$ cat src/rtl/dps_pkg.sv
// Package for the discrete probability table sampler.
// Holds field widths, Q1.32 constants, operation and status codes, controller states
// and the result record passed from the controller to the top level.
package dps_pkg;

	localparam int NUM_KEYS_DEF = 256;
	localparam int KEY_W        = 8;
	localparam int PROB_W       = 33;
	localparam int U_W          = 32;
	localparam int CDF_W        = 34;

	localparam logic [PROB_W-1:0] ONE_Q32 = 33'h1_0000_0000;
	localparam logic [PROB_W-1:0] MAX_Q32 = 33'h1_FFFF_FFFF;

	typedef enum logic [1:0] {
		OP_LOAD   = 2'd0,
		OP_CLOSE  = 2'd1,
		OP_SAMPLE = 2'd2,
		OP_CLEAR  = 2'd3
	} op_t;

	typedef enum logic [1:0] {
		STAT_OK   = 2'd0,
		STAT_DUP  = 2'd1,
		STAT_OVER = 2'd2,
		STAT_MISS = 2'd3
	} status_t;

	typedef enum logic [2:0] {
		S_CLEAR,
		S_IDLE,
		S_LOAD_RD,
		S_CLOSE_RD,
		S_WALK,
		S_DONE
	} state_t;

	typedef struct packed {
		logic             valid;
		status_t          status;
		logic [KEY_W-1:0] sample_key;
	} dps_res_t;

endpackage

$ cat src/rtl/dps_if.sv
// Handshake channels of the sampler: command items, result items, register writes.
// Depends on dps_pkg for the field widths.
interface dps_cmd_if;
	logic                        valid;
	logic                        ready;
	logic [1:0]                  opcode;
	logic [dps_pkg::KEY_W-1:0]   entry_key;
	logic [dps_pkg::PROB_W-1:0]  entry_prob;
	logic [dps_pkg::U_W-1:0]     uniform_value;

	modport source (output valid, opcode, entry_key, entry_prob, uniform_value, input ready);
	modport sink   (input valid, opcode, entry_key, entry_prob, uniform_value, output ready);
endinterface


$ cat src/rtl/dps_ctrl.sv
// Sequencer of the sampler: load, close, sample walk and clearing pass over the table.
// Depends on dps_pkg and dps_cmd_if; drives the ports of dps_ram.
module dps_ctrl #(
	parameter int NUM_KEYS = dps_pkg::NUM_KEYS_DEF,
	parameter int AW       = $clog2(NUM_KEYS)
) (
	input  logic                       clk,
	input  logic                       arst_n,
	dps_cmd_if.sink                    cmd,
	input  logic                       deficit_mode,
	input  logic                       out_free,
	output dps_pkg::dps_res_t          res,
	output logic                       ram_re,
	output logic [AW-1:0]              ram_raddr,
	input  logic [dps_pkg::PROB_W-1:0] ram_rdata,
	output logic                       ram_we,
	output logic [AW-1:0]              ram_waddr,
	output logic [dps_pkg::PROB_W-1:0] ram_wdata
);
	import dps_pkg::*;

	localparam logic [AW-1:0] LAST_IDX = AW'(NUM_KEYS - 1);
	localparam logic [AW-1:0] KEY_ONE  = AW'(1);

	state_t              state_q, state_nxt;
	logic [AW-1:0]       idx_q;
	logic [AW-1:0]       last_q;
	logic [PROB_W-1:0]   sum_q;
	logic                pend_q;
	logic [AW-1:0]       key_q;
	logic [PROB_W-1:0]   prob_q;
	logic [U_W-1:0]      u_q;
	logic [CDF_W-1:0]    cdf_q;
	status_t             res_status_q;
	logic [KEY_W-1:0]    res_key_q;

	op_t                 op_in;
	logic                key_ok;
	logic [AW-1:0]       key_in;
	logic [AW-1:0]       target;
	logic [CDF_W-1:0]    cdf_nxt;
	logic                hit;
	logic [CDF_W-1:0]    load_sum;
	logic [PROB_W-1:0]   load_sum_sat;
	logic [CDF_W-1:0]    fill;
	logic [PROB_W-1:0]   fill_sat;
	logic                dup;

	assign op_in   = op_t'(cmd.opcode);
	assign key_ok  = (32'(cmd.entry_key) < 32'(NUM_KEYS));
	assign key_in  = AW'(cmd.entry_key);
	assign target  = deficit_mode ? KEY_ONE : last_q;

	// Walk step: accumulate the entry read last cycle, stop on the first sum above u.
	assign cdf_nxt = cdf_q + CDF_W'(ram_rdata);
	assign hit     = (cdf_nxt > CDF_W'(u_q));

	assign load_sum     = CDF_W'(sum_q) + CDF_W'(prob_q);
	assign load_sum_sat = (load_sum > CDF_W'(MAX_Q32)) ? MAX_Q32 : load_sum[PROB_W-1:0];
	assign fill         = CDF_W'(ram_rdata) + CDF_W'(ONE_Q32 - sum_q);
	assign fill_sat     = (fill > CDF_W'(MAX_Q32)) ? MAX_Q32 : fill[PROB_W-1:0];
	assign dup          = (ram_rdata != '0);

	assign cmd.ready      = (state_q == S_IDLE);
	assign res.valid      = (state_q == S_DONE);
	assign res.status     = res_status_q;
	assign res.sample_key = res_key_q;

	always_ff @(posedge clk or negedge arst_n) begin
		if (!arst_n) begin
			state_q <= S_CLEAR;
		end else begin
			state_q <= state_nxt;
		end
	end

	always_comb begin
		state_nxt = state_q;
		ram_re    = 1'b0;
		ram_raddr = key_in;
		ram_we    = 1'b0;
		ram_waddr = idx_q;
		ram_wdata = '0;
		case (state_q)
			S_CLEAR: begin
				ram_we    = 1'b1;
				ram_waddr = idx_q;
				if (idx_q == LAST_IDX) begin
					state_nxt = pend_q ? S_DONE : S_IDLE;
				end
			end
			S_IDLE: begin
				if (cmd.valid) begin
					case (op_in)
						OP_LOAD: begin
							if (key_ok) begin
								ram_re    = 1'b1;
								ram_raddr = key_in;
								state_nxt = S_LOAD_RD;
							end else begin
								state_nxt = S_DONE;
							end
						end
						OP_CLOSE: begin
							if (sum_q < ONE_Q32) begin
								ram_re    = 1'b1;
								ram_raddr = target;
								state_nxt = S_CLOSE_RD;
							end else begin
								state_nxt = S_DONE;
							end
						end
						OP_SAMPLE: begin
							ram_re    = 1'b1;
							ram_raddr = '0;
							state_nxt = S_WALK;
						end
						OP_CLEAR: begin
							state_nxt = S_CLEAR;
						end
						default: begin
							state_nxt = S_DONE;
						end
					endcase
				end
			end
			S_LOAD_RD: begin
				if (!dup) begin
					ram_we    = 1'b1;
					ram_waddr = key_q;
					ram_wdata = prob_q;
				end
				state_nxt = S_DONE;
			end
			S_CLOSE_RD: begin
				ram_we    = 1'b1;
				ram_waddr = key_q;
				ram_wdata = fill_sat;
				state_nxt = S_DONE;
			end
			S_WALK: begin
				if (hit || (idx_q == LAST_IDX)) begin
					state_nxt = S_DONE;
				end else begin
					ram_re    = 1'b1;
					ram_raddr = idx_q + KEY_ONE;
				end
			end
			S_DONE: begin
				if (out_free) begin
					state_nxt = S_IDLE;
				end
			end
			default: begin
				state_nxt = S_CLEAR;
			end
		endcase
	end

	// Control state: table sum, last loaded key, sweep/walk index, owed clear result.
	always_ff @(posedge clk or negedge arst_n) begin
		if (!arst_n) begin
			idx_q  <= '0;
			last_q <= '0;
			sum_q  <= '0;
			pend_q <= 1'b0;
		end else begin
			case (state_q)
				S_CLEAR: begin
					idx_q <= idx_q + KEY_ONE;
				end
				S_IDLE: begin
					if (cmd.valid) begin
						if (op_in == OP_SAMPLE) begin
							idx_q <= '0;
						end else if (op_in == OP_CLEAR) begin
							idx_q  <= '0;
							last_q <= '0;
							sum_q  <= '0;
							pend_q <= 1'b1;
						end
					end
				end
				S_LOAD_RD: begin
					if (!dup) begin
						sum_q  <= load_sum_sat;
						last_q <= key_q;
					end
				end
				S_CLOSE_RD: begin
					sum_q <= ONE_Q32;
				end
				S_WALK: begin
					if (!hit && (idx_q != LAST_IDX)) begin
						idx_q <= idx_q + KEY_ONE;
					end
				end
				S_DONE: begin
					pend_q <= 1'b0;
				end
				default: begin
					pend_q <= 1'b0;
				end
			endcase
		end
	end

	// Item payload and the result being built.
	always_ff @(posedge clk) begin
		case (state_q)
			S_IDLE: begin
				if (cmd.valid) begin
					res_status_q <= ((op_in == OP_CLOSE) && (sum_q > ONE_Q32)) ?
						STAT_OVER : STAT_OK;
					res_key_q    <= '0;
					key_q        <= (op_in == OP_CLOSE) ? target : key_in;
					prob_q       <= cmd.entry_prob;
					u_q          <= cmd.uniform_value;
					cdf_q        <= '0;
				end
			end
			S_LOAD_RD: begin
				if (dup) begin
					res_status_q <= STAT_DUP;
				end
			end
			S_WALK: begin
				if (hit) begin
					res_key_q <= KEY_W'(idx_q);
				end else if (idx_q == LAST_IDX) begin
					res_status_q <= STAT_MISS;
				end else begin
					cdf_q <= cdf_nxt;
				end
			end
			default: begin
				cdf_q <= cdf_q;
			end
		endcase
	end

endmodule

$ cat src/flat_wrapper.sv
// flat-port wrapper written by rule: the top's interface ports become plain ports
module dps_ctrl_flat import dps_pkg::*;
#(
	parameter int NUM_KEYS = dps_pkg::NUM_KEYS_DEF,
	parameter int AW       = $clog2(NUM_KEYS)
)
  (clk, arst_n, deficit_mode, out_free, res, ram_re, ram_raddr, ram_rdata, ram_we, ram_waddr, ram_wdata, cmd_valid, cmd_opcode, cmd_entry_key, cmd_entry_prob, cmd_uniform_value, cmd_ready);
  dps_cmd_if cmd_i ();
  input  logic clk;
  input  logic arst_n;
  input  logic deficit_mode;
  input  logic out_free;
  output dps_pkg::dps_res_t res;
  output logic ram_re;
  output logic [AW-1:0] ram_raddr;
  input  logic [dps_pkg::PROB_W-1:0] ram_rdata;
  output logic ram_we;
  output logic [AW-1:0] ram_waddr;
  output logic [dps_pkg::PROB_W-1:0] ram_wdata;
  input wire logic [$bits(cmd_i.valid)-1:0] cmd_valid;
  input wire logic [$bits(cmd_i.opcode)-1:0] cmd_opcode;
  input wire logic [$bits(cmd_i.entry_key)-1:0] cmd_entry_key;
  input wire logic [$bits(cmd_i.entry_prob)-1:0] cmd_entry_prob;
  input wire logic [$bits(cmd_i.uniform_value)-1:0] cmd_uniform_value;
  output wire logic [$bits(cmd_i.ready)-1:0] cmd_ready;
  assign cmd_i.valid = cmd_valid;
  assign cmd_i.opcode = cmd_opcode;
  assign cmd_i.entry_key = cmd_entry_key;
  assign cmd_i.entry_prob = cmd_entry_prob;
  assign cmd_i.uniform_value = cmd_uniform_value;
  assign cmd_ready = cmd_i.ready;
  dps_ctrl #(.NUM_KEYS(NUM_KEYS), .AW(AW)) u_core (.clk(clk), .arst_n(arst_n), .cmd(cmd_i), .deficit_mode(deficit_mode), .out_free(out_free), .res(res), .ram_re(ram_re), .ram_raddr(ram_raddr), .ram_rdata(ram_rdata), .ram_we(ram_we), .ram_waddr(ram_waddr), .ram_wdata(ram_wdata));
endmodule
$ cat config.mk
export PLATFORM = sky130hd
export DESIGN_NAME = dps_ctrl_flat
export DESIGN_NICKNAME = d
export VERILOG_FILES = /design/src/rtl/dps_pkg.sv /design/src/rtl/dps_if.sv /design/src/rtl/dps_ctrl.sv /design/src/flat_wrapper.sv
export SDC_FILE = /design/constraint.sdc
export NUM_CORES = 1
export LEC_CHECK = 0
export ABC_AREA = 1
export BUFFER_PORTS_ARGS = -buffer_cell sky130_fd_sc_hd__buf_2
export CORE_ASPECT_RATIO = 0.75
export CORE_MARGIN = 3
export CORE_UTILIZATION = 60
export DETAILED_ROUTE_END_ITERATION = 10
export PLACE_DENSITY = 0.85
export REMOVE_ABC_BUFFERS = 1
export SLEW_MARGIN = 10
export SYNTH_ARGS = -nofsm -noshare
export SYNTH_HDL_FRONTEND = slang
export SYNTH_SLANG_ARGS = --single-unit
$ cat constraint.sdc
create_clock -name clk -period 8.5 [get_ports clk]
set_input_delay 0.425 -clock clk [delete_from_list [all_inputs] [get_ports clk]]
set_output_delay 0.425 -clock clk [all_outputs]
set_load 0.03 [all_outputs]
---- Word level (Yosys, flattened, before mapping) ----
Index checks and enable logic that the tools add are counted.
word-level totals
  flip-flop bits (word level) ............. 170
  logic and storage cells ................. 130
operators by class
  add/sub/neg operators ................... 5
  $lt $le $gt $ge ......................... 5
  eq/ne operators ......................... 24
  mux-type cells .......................... 59
  bitwise gates (word level) .............. 1
  reduce and logical (&&, ||, !) cells .... 25
operators by type and width
  operator                  count
  $mux W33                  7
  $mux W8                   15
  $mux W34                  3
  $pmux W33 S3              1
  $pmux W8 S2               5
  $gt A34 B33 Y1 const B    2
  $pmux W34 S2              1
  $pmux W33 S2              1
  $add A33 B33 Y34          1
  $add A33 B34 Y34          1
  $add A34 B33 Y34          1
  $gt A34 B32 Y1            1
  $sub A33 B33 Y34 const A  1
  $gt A33 B33 Y1 const B    1
  $lt A33 B33 Y1 const B    1
  $reduce_bool A33 Y1       1
  $pmux W8 S3               1
  $mux W3                   6
  $reduce_and A4 Y1         4
  $pmux W3 S5               1
  $reduce_and A5 Y1         3
  $ne A2 B1 Y1 const B      7
  $ne A2 B2 Y1 const B      6
  $pmux W3 S4               1
  other kinds (25)          47

---- Depth between registers and ports, before layout ----
Gate-level depths: netlist of the first run.
  depth after elaboration ................. 6
  gate-level depth with buffers ........... 33

---- Least setup slack after synthesis of the first run ----
Ideal clock, no wire load.
  path type ............................... input port to flip-flop
  start point ............................. input port ram_rdata[0] (netlist name)
  end point ............................... register u_core.cdf_q[0] (enable)
  setup time .............................. 425 ps
  arrival ................................. 4845 ps
  required time ........................... 8075 ps
  slack ................................... 3230 ps
  cell stages on the path ................. 30
  path buffers ............................ 0
  cells stage by stage .................... ha_1 -> inv_1 -> fa_1 -> inv_1 -> nand3_1 -> nand2_1 -> nand2_1 -> nand2_2 -> a21oi_1 -> o21ai_2 -> a21oi_1 -> o21ai_1 -> xor2_1 -> inv_1 -> ha_1 -> nand4_1 -> nor2_1 -> nand2_1 -> inv_1 -> nand2_1 -> nand2_1 -> nand2_1 -> nand2_1 -> nand2_1 -> nand2_1 -> nand2_2 -> nand3_4 -> nand2_8 -> nand2_4 -> nor2_1
between the ends
  longest elaborated chain between the ends .. 4
ends and longest elaborated chain
  element                       line                text
  from (decl)                   flat_wrapper.sv:16  input logic [dps_pkg::PROB_W-1:0] ram_rdata;
  $add A34 B33 Y34              dps_ctrl.sv:55      assign cdf_nxt = cdf_q + CDF_W'(ram_rdata);
  named net u_core.cdf_nxt[22]  dps_ctrl.sv:41      logic [CDF_W-1:0] cdf_nxt;
  $gt A34 B32 Y1                dps_ctrl.sv:56      assign hit = (cdf_nxt > CDF_W'(u_q));
  $ne A2 B2 Y1 (no line)        --
  $reduce_and A4 Y1 (no line)   --
  to (signal assigned)          dps_ctrl.sv:233     cdf_q <= cdf_nxt;
  to (signal assigned)          dps_ctrl.sv:237     cdf_q <= cdf_q;
  to (decl)                     dps_ctrl.sv:33      logic [CDF_W-1:0] cdf_q;
The timed path passes the listed nets, and every way through them passes these cells.
A chain may end at the register's enable or synchronous reset.

---- Worst setup path in the final report of the first run ----
  start point ............................. register u_core.cdf_q[0]
  end point ............................... output port ram_raddr[4]
between the ends
  longest elaborated chain between the ends .. 5
ends and longest elaborated chain
  element                       line                text
  $add A34 B33 Y34              dps_ctrl.sv:55
  named net u_core.cdf_nxt[26]  dps_ctrl.sv:41
  $gt A34 B32 Y1                dps_ctrl.sv:56
  $logic_or A1 B1 Y1            dps_ctrl.sv:142     if (hit || (idx_q == LAST_IDX)) begin
  $mux W8                       dps_ctrl.sv:142
  $pmux W8 S2                   dps_ctrl.sv:84      case (state_q)
  to (decl)                     flat_wrapper.sv:15  output logic [AW-1:0] ram_raddr;
The timed path passes the listed nets, and every way through them passes these cells.

==> metrics.md, run 1 <==
| Metric | Value |
|---|---|
| Slowest CP cell | fa_1 |
| Synth Register Bits | 170 |
| Prevailing post-synth register cell | edfxtp_1 |
| Worst hold path class | in2async |
| Crit end category | output pin |
| Asr flop ratio synth | 31.18% |
| Commonest cells in the netlist | nand2_1 (533), inv_1 (265), nor2_1 (185), ha_1 (168), a21oi_1 (122) |
| Top-area cell type share of the netlist area | 24.35% |
| Routed wire length | 43,850 um |
| PwrDens | 446.8 nW/um^2 |
| Global-route wire length before repair | 68,770 um |
| Relative slew slack | 21.94% |
| Post-CTS Setup Inserts | 0 |
| Clock Latency Late Sink | 0.46 ns |
| Design area | 16,250 um^2 |
| Iter 0 DRT Violations | 1,380 |
| Pint | 3.299 mW |
| Synth Instances | 1,926 |
| Synth area leader | edfxtp_1 |
| Layout Skew | 0.02132 ns |
| Top-count cell post-synth | nand2_1 |
| CTS Root Cell | clkbuf_16 |
| CTS Buf Count | 17 |
| Fin cells | 2,416 |
| Clk network pwr share | 11.3% |
| Fin. Hold Viols | 0 |
| # resized after CTS | 0 |
| Site Rows | 48 |
| Placed cell area | 15,640 um^2 |
| Post-synth EDFFs | 117 |
| Post-layout min period | 5.336 ns |
| DRT antenna net count | 0 |
| Post-Place Worst Slack | 3.392 ns |
| FMAX | 187.4 MHz |
| Setup CP Type | reg2out |
| Fraction of layout cells with a size suffix above 1 | 12.48% |
| H-tree levels | 4 |
| Yosys cell types | 54 |
| GPL Wtd Cong | 0.9556 |
| Static Leak | 8.267 nW |
| Yosys synthesis warning count | 0 |
| Status | completed |
| Post-cts hold buffer count | 0 |
| Final Net Count | 2,387 |
| DR pass1 iterations | 6 |
| Sequential fraction of the synthesis area | 33.54% |
| GRT Total Usage | 33.96% |
| # IOs | 176 |
| Crit-path max FO | 8 |
| Worst slew pin tran | 1.171 ns |
| Sw Ratio | 54.57% |
| Vias in the first global route | 13.17k |
| Ant diodes | 0 |
| Die area | 25,970 um^2 |
| Fin. max-slew vios | 0 |
| Average cell area after synthesis | 7.492 um^2 |
| Grt ovf | 0 |
| Die H | 140.3 um |
| CTS Sinks | 170 |
| Final period utilization | 62.78% |
| HPWL Detailed | 34,600 um |
| Comb pwr share | 68.4% |
| DRC viols | 0 |
| Largest net degree at the start of global routing | 69 |
| Total vias in the final route | 13.90k |
| Clock slew at reported path FFs | 0.07 ns |
| Final WS setup | 3.164 ns |
| Vias per cell | 5.751 |
| TritonCTS clock tree | yes |
| Crit path DAT | 4.91 ns |
| Top cells by area, synth | edfxtp_1 (24%), ha_1 (15%), nand2_1 (14%), dfrtp_1 (9.2%), inv_1 (6.9%) |
| Placed cells | 2,384 |
| RSZ-0062 raised after global routing | false |
| Mapped Area | 14,430 um^2 |
| CP Launch Type | flip-flop |
| Final setup viols | 0 |
| Crit-path max cell delay | 0.38 ns |
| Max_cap viols | 0 |
| WP data required | 8.08 ns |
| Drt wl/cell | 18.15 um |
| Flop pwr share | 20.3% |
| Most used cell, CP | nand2_1 |
| Switching power | 3.962 mW |
| Die width | 185.1 um |
| Port Buffers | 175 |
| Synth-to-Final Area Change | 12.61% |
| Core ar. | 23,300 um^2 |
| Initial antenna violation count | 0 |
| Clock buffer depth | 2 |
| Starting Density | 61.93% |
| Maximum VDD drop | 0.2249 mV |
| Setup TNS | 0 ns |
logic make-up after synthesis:
group,count (synthesis),share of synthesized area [%]
fa+ha+maj,171,14.98
flops,170,33.54
xor+xnor,86,5.272
simple gates,877,25.38
buf+inv,294,7.856
compound gates,328,12.97
area by class of cell:
| type | count | area, um^2 |
|---|---|---|
| timing repair buffer | 185 | 950.9 |
| inverter | 267 | 1002 |
| fill | 1976 | 7053 |
| sequential | 170 | 4840 |
| clock buffer | 17 | 425.4 |
| tap | 300 | 375.4 |
| multi-input combinational | 1462 | 8469 |
| clock inverter | 15 | 186.4 |
sequential cells by signal, summed over array words and instances, names as in the netlist:
name,count
u_core.cdf_q,34
u_core.prob_q,33
u_core.sum_q,33
u_core.u_q,32
u_core.idx_q,8
u_core.key_q,8
u_core.last_q,8
u_core.res_key_q,8
u_core.state_q,3
u_core.res_status_q,2
u_core.pend_q,1
power groups by stage:
| stage | registers, mW | clock network [mW] | logic (mW) |
|---|---|---|---|
| 2_1_floorplan | 1.48 | 0 | 3.51 |
| 3_3_place_gp | 1.47 | 0 | 4.73 |
| 3_5_place_dp | 1.48 | 0 | 4.84 |
| 4_1_cts | 1.47 | 0.827 | 4.88 |
| 5_1_grt | 1.50 | 0.858 | 5.51 |
| 6_report | 1.47 | 0.820 | 4.97 |
final timing paths:
check	endpoint	cells after the start	slack (ns)	start
worst min-delay path	u_core.sum_q[31]$_DFFE_PN0P_	2	0.1	arst_n
worst max register to register	u_core.cdf_q[28]$_SDFFCE_PN0P_	30	3.50	u_core.cdf_q[0]$_SDFFCE_PN0P_
worst max-delay path	ram_raddr[4]	29	3.16	u_core.cdf_q[0]$_SDFFCE_PN0P_
worst min register to register	u_core.last_q[7]$_DFFE_PN0P_	2	0.49	u_core.key_q[7]$_DFFE_PP_
min in group clk	u_core.u_q[18]$_DFFE_PP_	1	0.14	cmd_uniform_value[18]
max in group asynchronous	u_core.last_q[7]$_DFFE_PN0P_	2	7.87	arst_n
metal layers:
metal	global-route usage (%)	vias to the layer above	routed length [um]
met2	47.42	653	17570
li1	-	6761	-
met5	0	-	0
met1	51.38	6414	20860
met4	9.550	0	943
met3	9.450	67	4474
worst max-delay path, delay by kind of cell, from the launching register on:
| family | cells | cell delay [ns] |
|---|---|---|
| simple gates | 16 | 1.79 |
| compound gates | 6 | 1.17 |
| fa+ha+maj | 3 | 0.75 |
| buf+inv | 4 | 0.40 |
| flops | 1 | 0.33 |
stage by stage:
stage | hold slack (ns) | util, % | power, mW
after floorplan | 0.1294 | - | 4.984
after global placement | 0.4582 | 67.11 | 6.203
after detailed placement | 0.4656 | 67.11 | 6.321
after global routing | 0.1213 | 69.73 | 7.870
after CTS | 0.1229 | 69.73 | 7.174
final | 0.09732 | 69.73 | 7.260
cell usage in the layout, fill, tap and decap left out, drive strengths merged, types with 7 or more instances in the layout:
master / instances
a211oi: 7
a21boi: 7
a21o: 15
a21oi: 128
a31oi: 16
buf: 185
clkbuf: 17
clkinv: 7
dfrtp: 53
edfxtp: 117
ha: 168
inv: 275
nand2: 545
nand3: 69
nand4: 22
nor2: 190
nor3: 21
nor4: 21
o21ai: 121
o21bai: 7
o22ai: 7
or2: 7
xnor2: 30
xor2: 56
(Power assumes the default switching activity.)
==> run 2: changes to the inputs <==
==> constraint.sdc (replaced) <==
create_clock -name clk -period 5.1 [get_ports clk]
set_input_delay 0.255 -clock clk [delete_from_list [all_inputs] [get_ports clk]]
set_output_delay 0.255 -clock clk [all_outputs]
set_load 0.03 [all_outputs]
==> run 2 against run 1 <==
  * Clock skew is 0.0051 ns lower
  * Flip-flop and latch count stayed put
  * Critical endpoint is now ram_raddr[5]
  * Critical path type unchanged
  * Clock-buffer cell count stayed put
  * Via count increased by 3.1%
  * Largest cell class unchanged
==> metrics.md, run 2 (synthesized netlist as in run 1, its figures left out) <==
| Metric | Value |
|---|---|
| Most used cell, CP | nand2_1 |
| Ant diodes | 0 |
| Fraction of layout cells with a size suffix above 1 | 13.06% |
| Vias per cell | 5.755 |
| GPL Wtd Cong | 1.009 |
| Crit end category | output pin |
| Drt wl/cell | 18.17 um |
| Slowest CP cell | edfxtp_1 |
| Clock buffer depth | 2 |
| WP data required | 4.85 ns |
| Iter 0 DRT Violations | 1,385 |
| GRT Total Usage | 34.96% |
| Worst hold path class | in2reg |
| Final core occ | 73.40% |
| Worst reg2reg path startpoint | u_core.cdf_q[2]$_SDFFCE_PN0P_ |
| Most common cell after layout, fill and taps aside | nand2_1 |
| Fin. max-slew vios | 0 |
| CTS Sinks | 170 |
| Crit-path max cell delay | 0.39 ns |
| Max FFs per register | 34 |
| CP Launch Type | flip-flop |
| Max_cap viols | 0 |
| Most frequent cells in the layout | nand2_1 (532), inv_1 (264), nor2_1 (181), buf_2 (169), ha_1 (166) |
| CP Capture Point | ram_raddr[5] |
| CTS Buf Count | 17 |
| Setup CP Type | reg2out |
| Synth-to-Final Area Change | 18.53% |
| FMAX | 200.9 MHz |
| Placed cell area | 15,690 um^2 |
| Initial antenna violation count | 0 |
| CTS Root Cell | clkbuf_16 |
| Final setup viols | 0 |
| Final Net Count | 2,461 |
| Site Rows | 48 |
| Clock Latency Late Sink | 0.46 ns |
| R2r worst-path depth | 26 |
| Relative slew slack | 38.52% |
| Largest net degree at the start of global routing | 54 |
| Core ar. | 23,300 um^2 |
| Maximum VDD drop | 0.3811 mV |
| Die H | 140.3 um |
| DRC viols | 0 |
| Static Leak | 8.603 nW |
| Filler instances | 1,885 |
| Top flop regs | u_core.cdf_q (34), u_core.prob_q (33), u_core.sum_q (33) |
| Fin. Hold Viols | 0 |
| Die area | 25,970 um^2 |
| Largest Register | u_core.cdf_q |
| Placed cells | 2,386 |
| Worst slew pin tran | 0.9152 ns |
| Design area | 17,100 um^2 |
| Clock slew at reported path FFs | 0.08 ns |
| Post-layout min period | 4.978 ns |
| Routed wire length | 45,260 um |
| R2R Setup Slk | 0.54 ns |
| Die width | 185.1 um |
| Starting Density | 61.93% |
| Crit path DAT | 4.72 ns |
| Global-route wire length before repair | 70,990 um |
| Vias in the first global route | 13.66k |
| Area of the multi-input gates | 8544 um^2 |
| Port Buffers | 175 |
| Grt ovf | 0 |
| Crit-path max FO | 6 |
| Layout Skew | 0.01623 ns |
| Fin cells | 2,490 |
| PwrDens | 725.9 nW/um^2 |
| H-tree levels | 4 |
| Storage element area | 4840 um^2 |
| HPWL Detailed | 34,460 um |
| Final period utilization | 97.60% |
| Total vias in the final route | 14.33k |
| # IOs | 176 |
| Reg-to-Reg End | u_core.cdf_q[29]$_SDFFCE_PN0P_ |
| DRT antenna net count | 0 |
| RSZ-0062 raised after global routing | true |
| Status | completed |
| TritonCTS clock tree | yes |
| DR pass1 iterations | 5 |
| Critical Path Start | u_core.cdf_q[2]$_SDFFCE_PN0P_ |
## run 2: what timing repair did
action / CTS / global route
endpoints found under the setup margin: 6 / 43
buffers inserted: 0 / 7
gates resized for setup: 2 / 28
pin swaps: 0 / 8
hold endpoints to repair: 117 / 0
hold buffers: 65 / 0
## run 2: how the worst min path moves through the flow
stage	depth (start not counted)	to	start	slack, ns
2_1_floorplan	0	u_core.idx_q[0]$_DFFE_PN0P_	arst_n	-0.04
3_3_place_gp	1	u_core.u_q[25]$_DFFE_PP_	cmd_uniform_value[25]	0.43
3_5_place_dp	1	u_core.prob_q[20]$_DFFE_PP_	cmd_entry_prob[20]	0.43
4_1_cts	1	u_core.prob_q[14]$_DFFE_PP_	cmd_entry_prob[14]	0.009
5_1_grt	1	u_core.prob_q[14]$_DFFE_PP_	cmd_entry_prob[14]	0.007
6_report	1	u_core.prob_q[14]$_DFFE_PP_	cmd_entry_prob[14]	0.03
## run 2: layout make-up
type                       count  share of cell area, %
clock buffer                  17                  2.487
clock inverter                15                  1.119
inverter                     267                  5.860
multi-input combinational   1462                  49.96
sequential                   170                  28.30
tap                          300                  2.195
timing repair buffer         259                  10.09
## run 2: per-stage QoR
| stage | setup slack [ns] | total power, mW | hold slack, ns | TNS [ns] |
|---|---|---|---|---|
| 3_3_place_gp | 0.5023 | 10.32 | 0.4314 | 0 |
| 4_1_cts | 0.01436 | 12.03 | 0.008762 | 0 |
| 2_1_floorplan | -0.1813 | 8.307 | -0.04059 | -2.011 |
| 5_1_grt | -0.1262 | 13.40 | 0.007154 | -0.6725 |
| 6_report | 0.1224 | 12.42 | 0.02903 | 0 |
| 3_5_place_dp | 0.2895 | 10.55 | 0.4331 | 0 |
## run 2: per-layer routing
layer | share of wire [%] | vias up | wire length [um] | track usage (%)
met5 | 0 | - | 0 | 0
met1 | 45 | 6591 | 20420 | 51.30
li1 | - | 6911 | - | -
met2 | 42 | 755 | 19040 | 50.98
met3 | 11 | 74 | 4781 | 9.683
met4 | 2.2 | 0 | 1017 | 9.234
## run 2: worst max-delay path: cells and delay by family (launching register included)
kind,cells,cell delay (ns)
XOR/XNOR,1,0.21
AND/OR/NAND/NOR,16,1.54
flip-flops,1,0.39
AO/OA/AOI/OAI,5,0.96
buffers and inverters,4,0.52
adder cells (fa/ha/maj),2,0.65
## run 2: power breakdown
group | internal [mW] | switching (mW)
combinational | 2.90 | 5.68
clock | 0.672 | 0.700
sequential | 2.12 | 0.340
total | 5.69 | 6.72
==> run 3: changes to the inputs <==
--- a/config.mk
+++ b/config.mk
@@ -11,9 +11,9 @@
 export CORE_MARGIN = 3
 export CORE_UTILIZATION = 60
 export DETAILED_ROUTE_END_ITERATION = 10
-export PLACE_DENSITY = 0.85
+export PLACE_DENSITY = 0.82
 export REMOVE_ABC_BUFFERS = 1
-export SLEW_MARGIN = 10
+export SLEW_MARGIN = 40
 export SYNTH_ARGS = -nofsm -noshare
 export SYNTH_HDL_FRONTEND = slang
 export SYNTH_SLANG_ARGS = --single-unit
==> run 3 against run 2 <==
  * Clock skew decreased by 0.0038 ns
  * Largest power group unchanged
  * Setup slack improved by 0.040 ns
  * Combinational power about the same
  * Clock-buffer cell count unchanged
  * Power increased by 0.15%
  * First-iteration DRC count increased by 6.4%
  * Flip-flop and latch count unchanged
  * Critical endpoint is now ram_raddr[3]
  * Fmax increased by 0.81%
==> metrics.md, run 3 (synthesized netlist as in run 1, its figures left out) <==
| Metric | Value |
|---|---|
| Status | completed |
| Final setup viols | 0 |
| Met1 Use GR | 52.72% |
| Vias in the first global route | 13.81k |
| Layout Skew | 0.01245 ns |
| Placed cell area | 15,680 um^2 |
| Reg-to-Reg End | u_core.cdf_q[31]$_SDFFCE_PN0P_ |
| Max_cap viols | 0 |
| Top cell family by delay on the critical path | simple AND/OR/NAND/NOR gates |
| Design area | 17,100 um^2 |
| HPWL Detailed | 34,690 um |
| WP data required | 4.85 ns |
| Core ar. | 23,300 um^2 |
| Storage element area | 4840 um^2 |
| Routed wire length | 45,610 um |
| Die H | 140.3 um |
| Crit-path max cell delay | 0.38 ns |
| Grt ovf | 0 |
| Fin cells | 2,489 |
| Final WS setup | 0.1626 ns |
| CTS Root Cell | clkbuf_16 |
| WHS | 0.05125 ns |
| Die area | 25,970 um^2 |
| Final core occ | 73.40% |
| Clock buffer depth | 2 |
| CTS Buf Count | 17 |
| Iter 0 DRT Violations | 1,473 |
| Post-Place Worst Slack | 0.3477 ns |
| DRT antenna net count | 0 |
| Clock Latency Late Sink | 0.46 ns |
| GRT Total Usage | 35.36% |
| CP Launch Type | flip-flop |
| Starting Density | 61.93% |
| Hold Path Cell Cnt | 1 |
| Most frequent cells in the layout | nand2_1 (532), inv_1 (264), nor2_1 (182), buf_2 (170), ha_1 (166) |
| Static Leak | 8.605 nW |
| Slowest CP cell | fa_1 |
| Worst slew pin tran | 0.7431 ns |
| Grt met3 use | 8.879% |
| Max FFs per register | 34 |
| Vias per cell | 5.805 |
| Site Rows | 48 |
| DR pass1 iterations | 7 |
| Drt wl/cell | 18.32 um |
| Busiest layer in global routing | met1 |
| Most used cell, CP | nand2_1 |
| Worst min-delay path endpoint | u_core.prob_q[14]$_DFFE_PP_ |
| Filler instances | 1,829 |
| Worst path buffer plus inverter count | 5 |
| Fin. Hold Viols | 0 |
| Placed cells | 2,386 |
| Synth-to-Final Area Change | 18.53% |
| Maximum VDD drop | 0.3690 mV |
| Die width | 185.1 um |
| Global-route wire length before repair | 72,260 um |
| R2r worst-path depth | 31 |
| Relative slew slack | 50.46% |
| Clock slew at reported path FFs | 0.08 ns |
| Crit path DAT | 4.68 ns |
| GPL Wtd Cong | 0.9600 |
| Fin. max-slew vios | 0 |
| Initial antenna violation count | 0 |
| Largest Register | u_core.cdf_q |
| Worst reg2reg path startpoint | u_core.cdf_q[0]$_SDFFCE_PN0P_ |
| Hold Crit Start | cmd_entry_prob[14] |
| Setup TNS | 0 ns |
| Crit-path max FO | 10 |
| Power, Total | 12.43 mW |
| # IOs | 176 |
| DRC viols | 0 |
| PwrDens | 727.0 nW/um^2 |
| Final period utilization | 96.81% |
| Most common cell after layout, fill and taps aside | nand2_1 |
| TritonCTS clock tree | yes |
| Crit end category | output pin |
| Final Net Count | 2,460 |
| CTS Sinks | 170 |
| Largest net degree at the start of global routing | 54 |
| Area of the multi-input gates | 8558 um^2 |
| Port Buffers | 175 |
| R2R Setup Slk | 0.52 ns |
| Worst hold path class | in2reg |
| Post-layout min period | 4.937 ns |
| Top flop regs | u_core.cdf_q (34), u_core.prob_q (33), u_core.sum_q (33) |
| Setup CP Type | reg2out |
| H-tree levels | 4 |
| Fraction of layout cells with a size suffix above 1 | 13.02% |
| Met2 Track Usage GR | 51.65% |
| Total vias in the final route | 14.45k |
| FMAX | 202.5 MHz |
| Ant diodes | 0 |
[run 3: cell types whose count changed in the layout (fill, tap and decap cells not counted), moves of 2 or more]
cell      delta
a21oi_2      -2
buf_4        -3
clkbuf_4     +3
clkinv_4     -2
inv_12       +2
[run 3: how the worst max path moves through the flow]
stage | from | to | slack (ns) | cells past startpoint
2_1_floorplan | u_core.state_q[0]$_DFFE_PN0P_ | ram_re | -0.18 | 8
3_3_place_gp | ram_rdata[0] | u_core.cdf_q[28]$_SDFFCE_PN0P_ | 0.44 | 31
3_5_place_dp | ram_rdata[0] | u_core.cdf_q[28]$_SDFFCE_PN0P_ | 0.35 | 31
4_1_cts | u_core.cdf_q[0]$_SDFFCE_PN0P_ | ram_raddr[4] | 0.05 | 29
5_1_grt | u_core.cdf_q[0]$_SDFFCE_PN0P_ | ram_raddr[7] | -0.08 | 32
6_report | u_core.cdf_q[0]$_SDFFCE_PN0P_ | ram_raddr[3] | 0.16 | 32
[run 3: worst reg2reg max path, delay by kind of cell, from the launching register on]
kind	cells	cell delay [ns]
xor+xnor	1	0.20
flops	1	0.36
buf+inv	5	0.51
compound gates	4	0.66
fa+ha+maj	3	0.86
simple gates	18	1.63
[run 3: what timing repair did]
action	4_1_cts	5_1_grt
buffers inserted	0	6
setup endpoints to repair	2	43
resized for setup	1	23
hold endpoints to repair	117	0
hold buffers	65	0
pin swaps	0	9
[run 3: final cells by class]
type | count | area share [%]
multi-input combinational | 1462 | 50.04
timing repair buffer | 258 | 9.934
clock buffer | 17 | 2.487
inverter | 267 | 5.860
clock inverter | 15 | 1.192
sequential | 170 | 28.30
tap | 300 | 2.195
[run 3: report_power, final]
part / leakage (nW) / switching (mW) / internal [mW]
clock network: 0.303 / 0.713 / 0.682
registers: 1.82 / 0.327 / 2.12
logic: 6.48 / 5.73 / 2.87
[run 3: per-layer routing]
layer | wire, um | vias up | part of all wire, %
met1 | 20660 | 6688 | 45
li1 | - | 6908 | -
met2 | 18980 | 775 | 42
met4 | 892 | 0 | 2.0
met3 | 5081 | 77 | 11
met5 | 0 | - | 0
